===== src/rtl/ttok_pkg.sv =====
// ----------------------------------------------------------------------------
// ttok_pkg: shared types and constants of the text tokenizer
// Token kind codes, queue sizing and the event record passed from the
// lexer front to the emit back end.
// ----------------------------------------------------------------------------
package ttok_pkg;

  // token kind codes
  localparam logic [3:0] KIND_LBRACE   = 4'd0;
  localparam logic [3:0] KIND_RBRACE   = 4'd1;
  localparam logic [3:0] KIND_LBRACKET = 4'd2;
  localparam logic [3:0] KIND_RBRACKET = 4'd3;
  localparam logic [3:0] KIND_COMMA    = 4'd4;
  localparam logic [3:0] KIND_SEMI     = 4'd5;
  localparam logic [3:0] KIND_EQUALS   = 4'd6;
  localparam logic [3:0] KIND_NAME     = 4'd7;
  localparam logic [3:0] KIND_TRUE     = 4'd8;
  localparam logic [3:0] KIND_FALSE    = 4'd9;
  localparam logic [3:0] KIND_NIL      = 4'd10;
  localparam logic [3:0] KIND_STRING   = 4'd11;
  localparam logic [3:0] KIND_NUMBER   = 4'd12;
  localparam logic [3:0] KIND_EOF      = 4'd13;

  // event queue sizing
  localparam int QUEUE_DEPTH = 4;
  localparam int QPTR_W      = $clog2(QUEUE_DEPTH);
  localparam int QCNT_W      = $clog2(QUEUE_DEPTH + 1);

  // all token events caused by one input item
  typedef struct packed {
    logic        two;      // second event present
    logic [3:0]  kind0;
    logic [7:0]  len0;
    logic [3:0]  kind1;
    logic [7:0]  len1;
    logic [15:0] line;     // shared by both events
  } tok_rec_t;

  // front to queue write port
  typedef struct packed {
    logic     push;
    tok_rec_t rec;
  } tok_push_t;

  // queue to back read port
  typedef struct packed {
    logic     empty;
    tok_rec_t head;
  } tok_head_t;

endpackage


===== src/rtl/ttok_front.sv =====
// ----------------------------------------------------------------------------
// ttok_front: lexer front end
// Accepts one byte or end mark per item, updates the lexer mode, token
// length, keyword mask and line counter, and writes the token events of
// the item into the event queue.
// ----------------------------------------------------------------------------
module ttok_front #(
  parameter int LINE_BITS = 16
) (
  input  logic               clk,
  input  logic               rst,
  input  logic               in_valid,
  input  logic [7:0]         in_byte,
  input  logic               end_of_input,
  input  logic               q_full,
  output logic               in_stall,
  output ttok_pkg::tok_push_t wr
);

  typedef enum logic [2:0] {
    MODE_IDLE = 3'd0,
    MODE_NAME = 3'd1,
    MODE_NUM  = 3'd2,
    MODE_STR  = 3'd3,
    MODE_DASH = 3'd4,
    MODE_CMT  = 3'd5
  } mode_t;

  localparam logic [LINE_BITS-1:0] LINE_MAX = '1;

  mode_t                mode, mode_next;
  logic [7:0]           token_len, token_len_next;
  logic [2:0]           kw_mask, kw_mask_next;
  logic [LINE_BITS-1:0] line_count, line_count_next, line_inc;
  logic                 accept;

  // idle-mode handling of the current byte
  mode_t      idle_mode;
  logic [7:0] idle_len;
  logic [2:0] idle_mask;
  logic       idle_emit;
  logic [3:0] idle_kind;

  // event ahead of the idle handling, and the event after it
  logic       pre_v, post_v;
  logic [3:0] pre_kind, post_kind;
  logic [7:0] pre_len, post_len, len_sat;
  logic       is_alpha, is_digit;
  logic [LINE_BITS-1:0] rec_line;

  // keyword candidates still matching after one more letter
  function automatic logic [2:0] mask_step(input logic [2:0] m, input logic [7:0] l,
                                           input logic [7:0] c);
    logic hit_t, hit_f, hit_n;
    hit_t = (l == 8'd0 && c == "t") || (l == 8'd1 && c == "r") ||
            (l == 8'd2 && c == "u") || (l == 8'd3 && c == "e");
    hit_f = (l == 8'd0 && c == "f") || (l == 8'd1 && c == "a") ||
            (l == 8'd2 && c == "l") || (l == 8'd3 && c == "s") ||
            (l == 8'd4 && c == "e");
    hit_n = (l == 8'd0 && c == "n") || (l == 8'd1 && c == "i") ||
            (l == 8'd2 && c == "l");
    return m & {hit_n, hit_f, hit_t};
  endfunction

  // kind of a finished name
  function automatic logic [3:0] name_kind(input logic [2:0] m, input logic [7:0] l);
    logic [3:0] k;
    k = ttok_pkg::KIND_NAME;
    if (m[0] && l == 8'd4) begin
      k = ttok_pkg::KIND_TRUE;
    end else if (m[1] && l == 8'd5) begin
      k = ttok_pkg::KIND_FALSE;
    end else if (m[2] && l == 8'd3) begin
      k = ttok_pkg::KIND_NIL;
    end
    return k;
  endfunction

  assign accept   = in_valid && !q_full;
  assign in_stall = q_full;
  assign is_alpha = (in_byte >= "a" && in_byte <= "z") || (in_byte >= "A" && in_byte <= "Z");
  assign is_digit = in_byte >= "0" && in_byte <= "9";
  assign len_sat  = (token_len == 8'hFF) ? token_len : token_len + 8'd1;
  assign line_inc = (in_byte == 8'h0A && line_count != LINE_MAX) ?
                    line_count + 1'b1 : line_count;

  // start of a token from idle
  always_comb begin
    idle_mode = MODE_IDLE;
    idle_len  = 8'd0;
    idle_mask = 3'b111;
    idle_emit = 1'b0;
    idle_kind = ttok_pkg::KIND_LBRACE;
    if (is_alpha) begin
      idle_mode = MODE_NAME;
      idle_len  = 8'd1;
      idle_mask = mask_step(3'b111, 8'd0, in_byte);
    end else if (is_digit) begin
      idle_mode = MODE_NUM;
      idle_len  = 8'd1;
    end else if (in_byte == "\"") begin
      idle_mode = MODE_STR;
      idle_len  = 8'd1;
    end else if (in_byte == "-") begin
      idle_mode = MODE_DASH;
    end else begin
      idle_emit = 1'b1;
      case (in_byte)
        "{":     idle_kind = ttok_pkg::KIND_LBRACE;
        "}":     idle_kind = ttok_pkg::KIND_RBRACE;
        "[":     idle_kind = ttok_pkg::KIND_LBRACKET;
        "]":     idle_kind = ttok_pkg::KIND_RBRACKET;
        ",":     idle_kind = ttok_pkg::KIND_COMMA;
        ";":     idle_kind = ttok_pkg::KIND_SEMI;
        "=":     idle_kind = ttok_pkg::KIND_EQUALS;
        default: idle_emit = 1'b0;
      endcase
    end
  end

  // mode update and event selection
  always_comb begin
    mode_next       = mode;
    token_len_next  = token_len;
    kw_mask_next    = kw_mask;
    line_count_next = line_inc;
    rec_line        = line_inc;
    pre_v           = 1'b0;
    pre_kind        = ttok_pkg::KIND_NAME;
    pre_len         = token_len;
    post_v          = 1'b0;
    post_kind       = idle_kind;
    post_len        = 8'd1;
    if (end_of_input) begin
      rec_line        = line_count;
      line_count_next = '0;
      mode_next       = MODE_IDLE;
      token_len_next  = 8'd0;
      kw_mask_next    = 3'b111;
      pre_v           = (mode == MODE_NAME) || (mode == MODE_NUM);
      pre_kind        = (mode == MODE_NAME) ? name_kind(kw_mask, token_len) :
                                              ttok_pkg::KIND_NUMBER;
      post_v          = 1'b1;
      post_kind       = ttok_pkg::KIND_EOF;
      post_len        = 8'd0;
    end else begin
      unique case (mode)
        MODE_NAME: begin
          if (is_alpha) begin
            kw_mask_next   = mask_step(kw_mask, token_len, in_byte);
            token_len_next = len_sat;
          end else begin
            pre_v          = 1'b1;
            pre_kind       = name_kind(kw_mask, token_len);
            mode_next      = idle_mode;
            token_len_next = idle_len;
            kw_mask_next   = idle_mask;
            post_v         = idle_emit;
          end
        end
        MODE_NUM: begin
          if (is_digit) begin
            token_len_next = len_sat;
          end else begin
            pre_v          = 1'b1;
            pre_kind       = ttok_pkg::KIND_NUMBER;
            mode_next      = idle_mode;
            token_len_next = idle_len;
            kw_mask_next   = idle_mask;
            post_v         = idle_emit;
          end
        end
        MODE_STR: begin
          token_len_next = len_sat;
          if (in_byte == "\"") begin
            pre_v          = 1'b1;
            pre_kind       = ttok_pkg::KIND_STRING;
            pre_len        = len_sat;
            mode_next      = MODE_IDLE;
            token_len_next = 8'd0;
            kw_mask_next   = 3'b111;
          end
        end
        MODE_DASH: begin
          if (in_byte == "-") begin
            mode_next = MODE_CMT;
          end else begin
            mode_next      = idle_mode;
            token_len_next = idle_len;
            kw_mask_next   = idle_mask;
            post_v         = idle_emit;
          end
        end
        MODE_CMT: begin
          if (in_byte == 8'h0A) begin
            mode_next      = MODE_IDLE;
            token_len_next = 8'd0;
            kw_mask_next   = 3'b111;
          end
        end
        default: begin
          mode_next      = idle_mode;
          token_len_next = idle_len;
          kw_mask_next   = idle_mask;
          post_v         = idle_emit;
        end
      endcase
    end
  end

  // pack the events of this item into one queue record
  always_comb begin
    wr.push      = accept && (pre_v || post_v);
    wr.rec.two   = pre_v && post_v;
    wr.rec.kind0 = pre_v ? pre_kind : post_kind;
    wr.rec.len0  = pre_v ? pre_len : post_len;
    wr.rec.kind1 = post_kind;
    wr.rec.len1  = post_len;
    wr.rec.line  = (32'(rec_line) > 32'h0000_FFFF) ? 16'hFFFF : 16'(rec_line);
  end

  // lexer state
  always_ff @(posedge clk) begin
    if (rst) begin
      mode       <= MODE_IDLE;
      token_len  <= 8'd0;
      kw_mask    <= 3'b111;
      line_count <= '0;
    end else if (accept) begin
      mode       <= mode_next;
      token_len  <= token_len_next;
      kw_mask    <= kw_mask_next;
      line_count <= line_count_next;
    end
  end

  // end mark returns the lexer to its reset state
  a_eoi_clears: assert property (@(posedge clk) disable iff (rst)
    accept && end_of_input |=> line_count == '0 && mode == MODE_IDLE && kw_mask == 3'b111)
    else $error("lexer state not cleared after end mark");

endmodule


===== src/rtl/ttok_fifo.sv =====
// ----------------------------------------------------------------------------
// ttok_fifo: token event queue
// Short first-in first-out store of event records between the lexer front
// and the emit back end.
// ----------------------------------------------------------------------------
module ttok_fifo (
  input  logic                clk,
  input  logic                rst,
  input  ttok_pkg::tok_push_t wr,
  input  logic                pop,
  output logic                full,
  output ttok_pkg::tok_head_t rd
);

  localparam logic [ttok_pkg::QPTR_W-1:0] PTR_LAST = ttok_pkg::QPTR_W'(ttok_pkg::QUEUE_DEPTH - 1);
  localparam logic [ttok_pkg::QCNT_W-1:0] CNT_FULL = ttok_pkg::QCNT_W'(ttok_pkg::QUEUE_DEPTH);

  ttok_pkg::tok_rec_t             mem [ttok_pkg::QUEUE_DEPTH];
  logic [ttok_pkg::QPTR_W-1:0]    wr_ptr, rd_ptr;
  logic [ttok_pkg::QCNT_W-1:0]    count;

  assign full     = count == CNT_FULL;
  assign rd.empty = count == '0;
  assign rd.head  = mem[rd_ptr];

  // record storage
  always_ff @(posedge clk) begin
    if (wr.push) begin
      mem[wr_ptr] <= wr.rec;
    end
  end

  // pointers and fill count
  always_ff @(posedge clk) begin
    if (rst) begin
      wr_ptr <= '0;
      rd_ptr <= '0;
      count  <= '0;
    end else begin
      if (wr.push) begin
        wr_ptr <= (wr_ptr == PTR_LAST) ? '0 : wr_ptr + 1'b1;
      end
      if (pop) begin
        rd_ptr <= (rd_ptr == PTR_LAST) ? '0 : rd_ptr + 1'b1;
      end
      if (wr.push && !pop) begin
        count <= count + 1'b1;
      end else if (pop && !wr.push) begin
        count <= count - 1'b1;
      end
    end
  end

  a_no_overflow: assert property (@(posedge clk) disable iff (rst) wr.push |-> !full)
    else $error("event queue written while full");
  a_no_underflow: assert property (@(posedge clk) disable iff (rst) pop |-> !rd.empty)
    else $error("event queue read while empty");
  a_count_range: assert property (@(posedge clk) disable iff (rst) count <= CNT_FULL)
    else $error("event queue count out of range");

endmodule


===== src/rtl/ttok_back.sv =====
// ----------------------------------------------------------------------------
// ttok_back: token emit back end
// Takes event records from the queue and presents their events one at a
// time in the output register, marking the final event of each item.
// ----------------------------------------------------------------------------
module ttok_back (
  input  logic                clk,
  input  logic                rst,
  input  ttok_pkg::tok_head_t rd,
  output logic                pop,
  output logic                out_valid,
  input  logic                out_stall,
  output logic [3:0]          token_kind,
  output logic [15:0]         token_line,
  output logic [7:0]          token_length,
  output logic                last
);

  logic second;   // first event of the head record already sent
  logic load;

  assign load = (!out_valid || !out_stall) && !rd.empty;
  assign pop  = load && (second || !rd.head.two);

  // control: output valid and event position in the record
  always_ff @(posedge clk) begin
    if (rst) begin
      out_valid <= 1'b0;
      second    <= 1'b0;
    end else begin
      if (load) begin
        out_valid <= 1'b1;
        second    <= !second && rd.head.two;
      end else if (!out_stall) begin
        out_valid <= 1'b0;
      end
    end
  end

  // output payload
  always_ff @(posedge clk) begin
    if (load) begin
      token_kind   <= second ? rd.head.kind1 : rd.head.kind0;
      token_length <= second ? rd.head.len1 : rd.head.len0;
      token_line   <= rd.head.line;
      last         <= second || !rd.head.two;
    end
  end

  a_second_has_head: assert property (@(posedge clk) disable iff (rst)
    second |-> !rd.empty && rd.head.two)
    else $error("second event pending without a two-event record");
  a_pair_follows: assert property (@(posedge clk) disable iff (rst)
    out_valid && !out_stall && !last |=> out_valid && second == 1'b0)
    else $error("second event of an item did not follow the first");

endmodule


===== src/rtl/text_tokenizer.sv =====
// ----------------------------------------------------------------------------
// text_tokenizer: byte-serial lexer for a small data language
//
// Input channel (in_valid / in_stall): one item per cycle, either a text
// byte (in_byte) or an end mark (end_of_input = 1, in_byte ignored).
// Output channel (out_valid / out_stall): token events with kind, line
// number (saturated at 65535) and length (saturated at 255). An item causes
// zero, one or two events; last marks the final event of an item.
// Events enter the queue as their item is accepted, then the output
// register; an item's second event directly follows its first. Throughput:
// one item per cycle while the queue has room, one event per cycle out
// while out_stall is low; the output register sets the event rate, and a
// four-record queue between lexer and output absorbs two-event items.
// Stall: while out_stall holds, the output register keeps its event and the
// queue fills; in_stall rises when the queue is full and falls as soon as a
// record leaves it.
// Reset: the lexer returns to idle, the line counter to zero, the queue is
// emptied and out_valid drops. The end mark also clears all lexer state.
// ----------------------------------------------------------------------------
module text_tokenizer #(
  parameter int LINE_BITS = 16
) (
  input  logic        clk,
  input  logic        rst,
  input  logic        in_valid,
  output logic        in_stall,
  input  logic [7:0]  in_byte,
  input  logic        end_of_input,
  output logic        out_valid,
  input  logic        out_stall,
  output logic [3:0]  token_kind,
  output logic [15:0] token_line,
  output logic [7:0]  token_length,
  output logic        last
);

  ttok_pkg::tok_push_t wr;
  ttok_pkg::tok_head_t rd;
  logic                q_full;
  logic                pop;

  // lexer front
  ttok_front #(
    .LINE_BITS (LINE_BITS)
  ) u_front (
    .clk          (clk),
    .rst          (rst),
    .in_valid     (in_valid),
    .in_byte      (in_byte),
    .end_of_input (end_of_input),
    .q_full       (q_full),
    .in_stall     (in_stall),
    .wr           (wr)
  );

  // event queue
  ttok_fifo u_fifo (
    .clk  (clk),
    .rst  (rst),
    .wr   (wr),
    .pop  (pop),
    .full (q_full),
    .rd   (rd)
  );

  // emit back end
  ttok_back u_back (
    .clk          (clk),
    .rst          (rst),
    .rd           (rd),
    .pop          (pop),
    .out_valid    (out_valid),
    .out_stall    (out_stall),
    .token_kind   (token_kind),
    .token_line   (token_line),
    .token_length (token_length),
    .last         (last)
  );

endmodule


===== config.mk =====
export PLATFORM = sky130hd
export DESIGN_NAME = text_tokenizer
export DESIGN_NICKNAME = d
export VERILOG_FILES = /design/src/rtl/ttok_pkg.sv /design/src/rtl/ttok_front.sv /design/src/rtl/ttok_fifo.sv /design/src/rtl/ttok_back.sv /design/src/rtl/text_tokenizer.sv
export SDC_FILE = /design/constraint.sdc
export NUM_CORES = 1
export LEC_CHECK = 0
export ABC_CLOCK_PERIOD_IN_PS = 8130
export BUFFER_PORTS_ARGS = -buffer_cell sky130_fd_sc_hd__buf_2
export CORE_ASPECT_RATIO = 0.7
export CORE_MARGIN = 2
export CORE_UTILIZATION = 65
export DETAILED_ROUTE_END_ITERATION = 6
export HOLD_SLACK_MARGIN = 0.12
export PLACE_DENSITY = 0.84
export SLEW_MARGIN = 0
export SYNTH_ARGS = -nofsm -noshare
export SYNTH_HDL_FRONTEND = slang
export SYNTH_SLANG_ARGS = --single-unit

===== constraint.sdc =====
create_clock -name clk -period 8.13 [get_ports clk]
set_clock_uncertainty 0.1 [all_clocks]
set_input_delay 0.4065 -clock clk [delete_from_list [all_inputs] [get_ports clk]]
set_output_delay 0.4065 -clock clk [all_outputs]
set_load 0.01 [all_outputs]

==> metrics <==
mean post-synth cell area=about 13 µm²; Total GRT Usage=0.2932; Final setup viols=0; DRT iter0 DRCs=around 960; fmax=between 200 and 300 MHz; # Max-Cap Violations=0; Post-synth EDFFs=approximately 170; Hold WS=slightly below 0.4 ns; Synthesis Warnings=0; CTS resizes=0; die area=15,650 µm²; Clk pin slew, worst setup/hold paths=0.07 ns; Critical-path top delay cell=dfxtp_1; final antenna-violating net count=0; register area share after synthesis=0.6063; vias in the first global route=about 6,400; initial antenna violation count=0; Die Y=between 100 and 150 µm; failing checks=design-rule violations; root buffer selected by CTS=clkbuf_16; Mapped Nets=~750; Die Width=148.7 µm; pin count of the biggest net entering global routing=40; Placed Area=roughly 9900 µm²; Mapped Cells=between 700 and 800; headroom to the max-slew limit=0.2365; Bufs and invs on worst path=2; Critical Path AT=around 3.7 ns; H-Tree Depth=1; Core Footprint=14,100 µm²; #FFs+latches synth=206; Area growth syn-to-layout=9.864%; most common cell after layout, fill and taps aside=edfxtp_1; # nets final=about 800; total negative slack=0 ns; Ports=44; top_reg_cell synth=edfxtp_1; via count=6,523; critical path capture point type=flop; number of CTS-inserted buffers=19; FP Rows=36; DRC Markers=2; final WL=22.32 mm; Final min period=about 3.4 ns; status=complete, but fails checks; endpoints failing hold=0; Pleak=~3.5 nW; post-route cell area=roughly 10,000 µm²; critical path peak fanout=16; cell area after synthesis=9525 µm²; Slew @ Worst Pin=1.143 ns; layout cells sized above 1=0.1734; first-pass GRT wire length=between 30 and 40 mm; RSZ-0062 raised after global routing=no; pwr dens=270.6 nW/µm²; ys async rst share=0; diode count=0; commonest non-fill, non-tap cells in the layout=edfxtp_1 (165), nand2_1 (63), a21oi_1 (46); maximum clock path buffer count=3; Vias per Instance=roughly 6.8; unique cell type count in the Yosys netlist=roughly 80; HP Class=reg -> reg; total grt overflow=0; peak supply drop=between 0.2 and 0.25 mV; Critical Path RT=around 8.4 ns; slowest cell delay on critical path=slightly below 0.7 ns; clk_lat worst skew=0.49 ns; Placer Congestion=1.015; CTS sink cnt=a little over 200; CP Launch Type=flop; Pre-antenna DRT Iters=7; wire per inst=about 23 µm; CTS tree=built; Detailed Place HPWL=around 14 mm; Max Slew Vio Count=0; Initial Utilization=0.6756; IO Port Bufs=43; crit path kind=reg -> reg; final period utilization=0.4148; CP delay by family, top=compound AO/OA/AOI/OAI gates; Cell Chain, Critical Path=nor2b_1, nand2_1, o2bb2ai_2, o21ai_1, a21o_1, inv_2, ha_1, inv_1, fa_1, xor2_1, or3_1, a21oi_1
==> stage by stage <==
stage	power, mW	cells	utilization	setup slack, ns
2_1_floorplan	1.775	724	-	4.656
3_3_place_gp	1.957	923	0.6996	4.623
3_5_place_dp	1.979	923	0.6996	4.506
4_1_cts	2.851	957	0.7423	4.887
5_1_grt	2.947	957	0.7423	4.562
6_report	2.832	957	0.7423	4.758
==> what timing repair did <==
| action | in CTS | in global routing |
|---|---|---|
| setup buffers | 0 | 0 |
| hold buffers | 1 | 0 |
| endpoints found under the setup margin | 0 | 0 |
| hold endpoints to repair | 1 | 0 |
==> cell families (layout without fill, tap and decap cells) <==
kind of cell,count (synthesis),in the layout,share of synthesized area
AOI/OAI and AO/OA,135,135,0.09576
xor gates and xnor gates,22,22,0.02023
adders and majority gates,12,12,0.01655
buffers and inverters,59,102,0.02601
DFF,206,206,0.6063
muxes,50,50,0.09838
and+or+nand+nor,240,240,0.1367
==> worst reg2reg max path: cells and delay by family, from the launching register on <==
kind / cells / cell delay (ns)
DFF: 1 / 0.69
and+or+nand+nor: 3 / 0.70
AOI/OAI and AO/OA: 4 / 0.90
xor gates and xnor gates: 1 / 0.18
adders and majority gates: 2 / 0.56
buffers and inverters: 2 / 0.17
==> power by group <==
part	internal, mW	leakage, nW	total, mW	switching, mW
logic	0.264	1.31	0.600	0.336
registers	1.31	1.88	1.36	0.0577
clock network	0.498	0.285	0.869	0.371
==> final cells by class <==
| cell class | instances | area, µm² |
|---|---|---|
| Inverter | 18 | 67.56 |
| Multi-Input combinational cell | 459 | 3513 |
| Clock buffer | 26 | 501.7 |
| Timing Repair Buffer | 51 | 277.8 |
| Clock inverter | 7 | 90.09 |
| Sequential cell | 206 | 5777 |
| Tap cell | 190 | 237.7 |
| Fill cell | 850 | 3633 |
==> synth_stat cells, drive strengths merged (3+ instances only) <==
master / count / share of area
clkbuf: 27 / 0.011
dfxtp: 41 / 0.086
edfxtp: 165 / 0.52
inv: 16 / 0.0063
nor3: 18 / 0.0095
mux2: 9 / 0.011
nor4: 3 / 0.0020
a21boi: 3 / 0.0024
nand2b: 5 / 0.0033
nor2b: 15 / 0.0099
xor2: 10 / 0.0092
o21bai: 3 / 0.0035
nor3b: 3 / 0.0024
a211oi: 3 / 0.0029
nand3: 29 / 0.016
buf: 14 / 0.0083
nand2: 63 / 0.025
nand4b: 3 / 0.0028
a22oi: 3 / 0.0029
a21oi: 47 / 0.025
mux2i: 7 / 0.0074
and3: 8 / 0.0053
nor2: 38 / 0.015
xnor2: 12 / 0.011
o21a: 5 / 0.0039
and2: 15 / 0.0099
nand4: 5 / 0.0033
o21ai: 25 / 0.013
mux4: 34 / 0.080
or4: 5 / 0.0047
o211ai: 3 / 0.0024
ha: 11 / 0.014
or3: 10 / 0.0066
and4: 4 / 0.0037
a21o: 3 / 0.0024
nor4b: 3 / 0.0059
nand3b: 4 / 0.0032
a31oi: 15 / 0.0099
==> sequential cells by signal, summed over array words and instances, names as in the netlist, named ones only <==
register,flops
u_fifo.rd_ptr,2
u_front.token_len,8
u_back.second,1
u_back.token_length,8
u_front.mode,3
u_front.kw_mask,3
u_back.token_kind,4
u_back.last,1
u_back.out_valid,1
u_fifo.wr_ptr,2
u_front.line_count,16
u_fifo.count,3
u_fifo.mem,136
u_back.token_line,16
==> metal layers <==
metal  track usage  vias up  share of wire  wire length [µm]
met3       0.05065       50           0.11              2409
li1              -     2834              -                 -
met2        0.4563      470           0.47             10450
met5             0        -              0                 0
met4       0.06463        0          0.019               422
met1        0.4421     3169           0.41              9045
==> worst paths after layout <==
path,from,endpoint,slack (ns),cells past startpoint
setup / recovery,u_front.mode[1],u_fifo.count[2],4.76,12
hold / removal,u_fifo.rd_ptr[1],flop,0.39,2
setup reg to reg,u_front.mode[1],u_fifo.count[2],4.76,12
hold reg to reg,u_fifo.rd_ptr[1],flop,0.39,2
No activity file was read; power rests on OpenSTA's default activity.
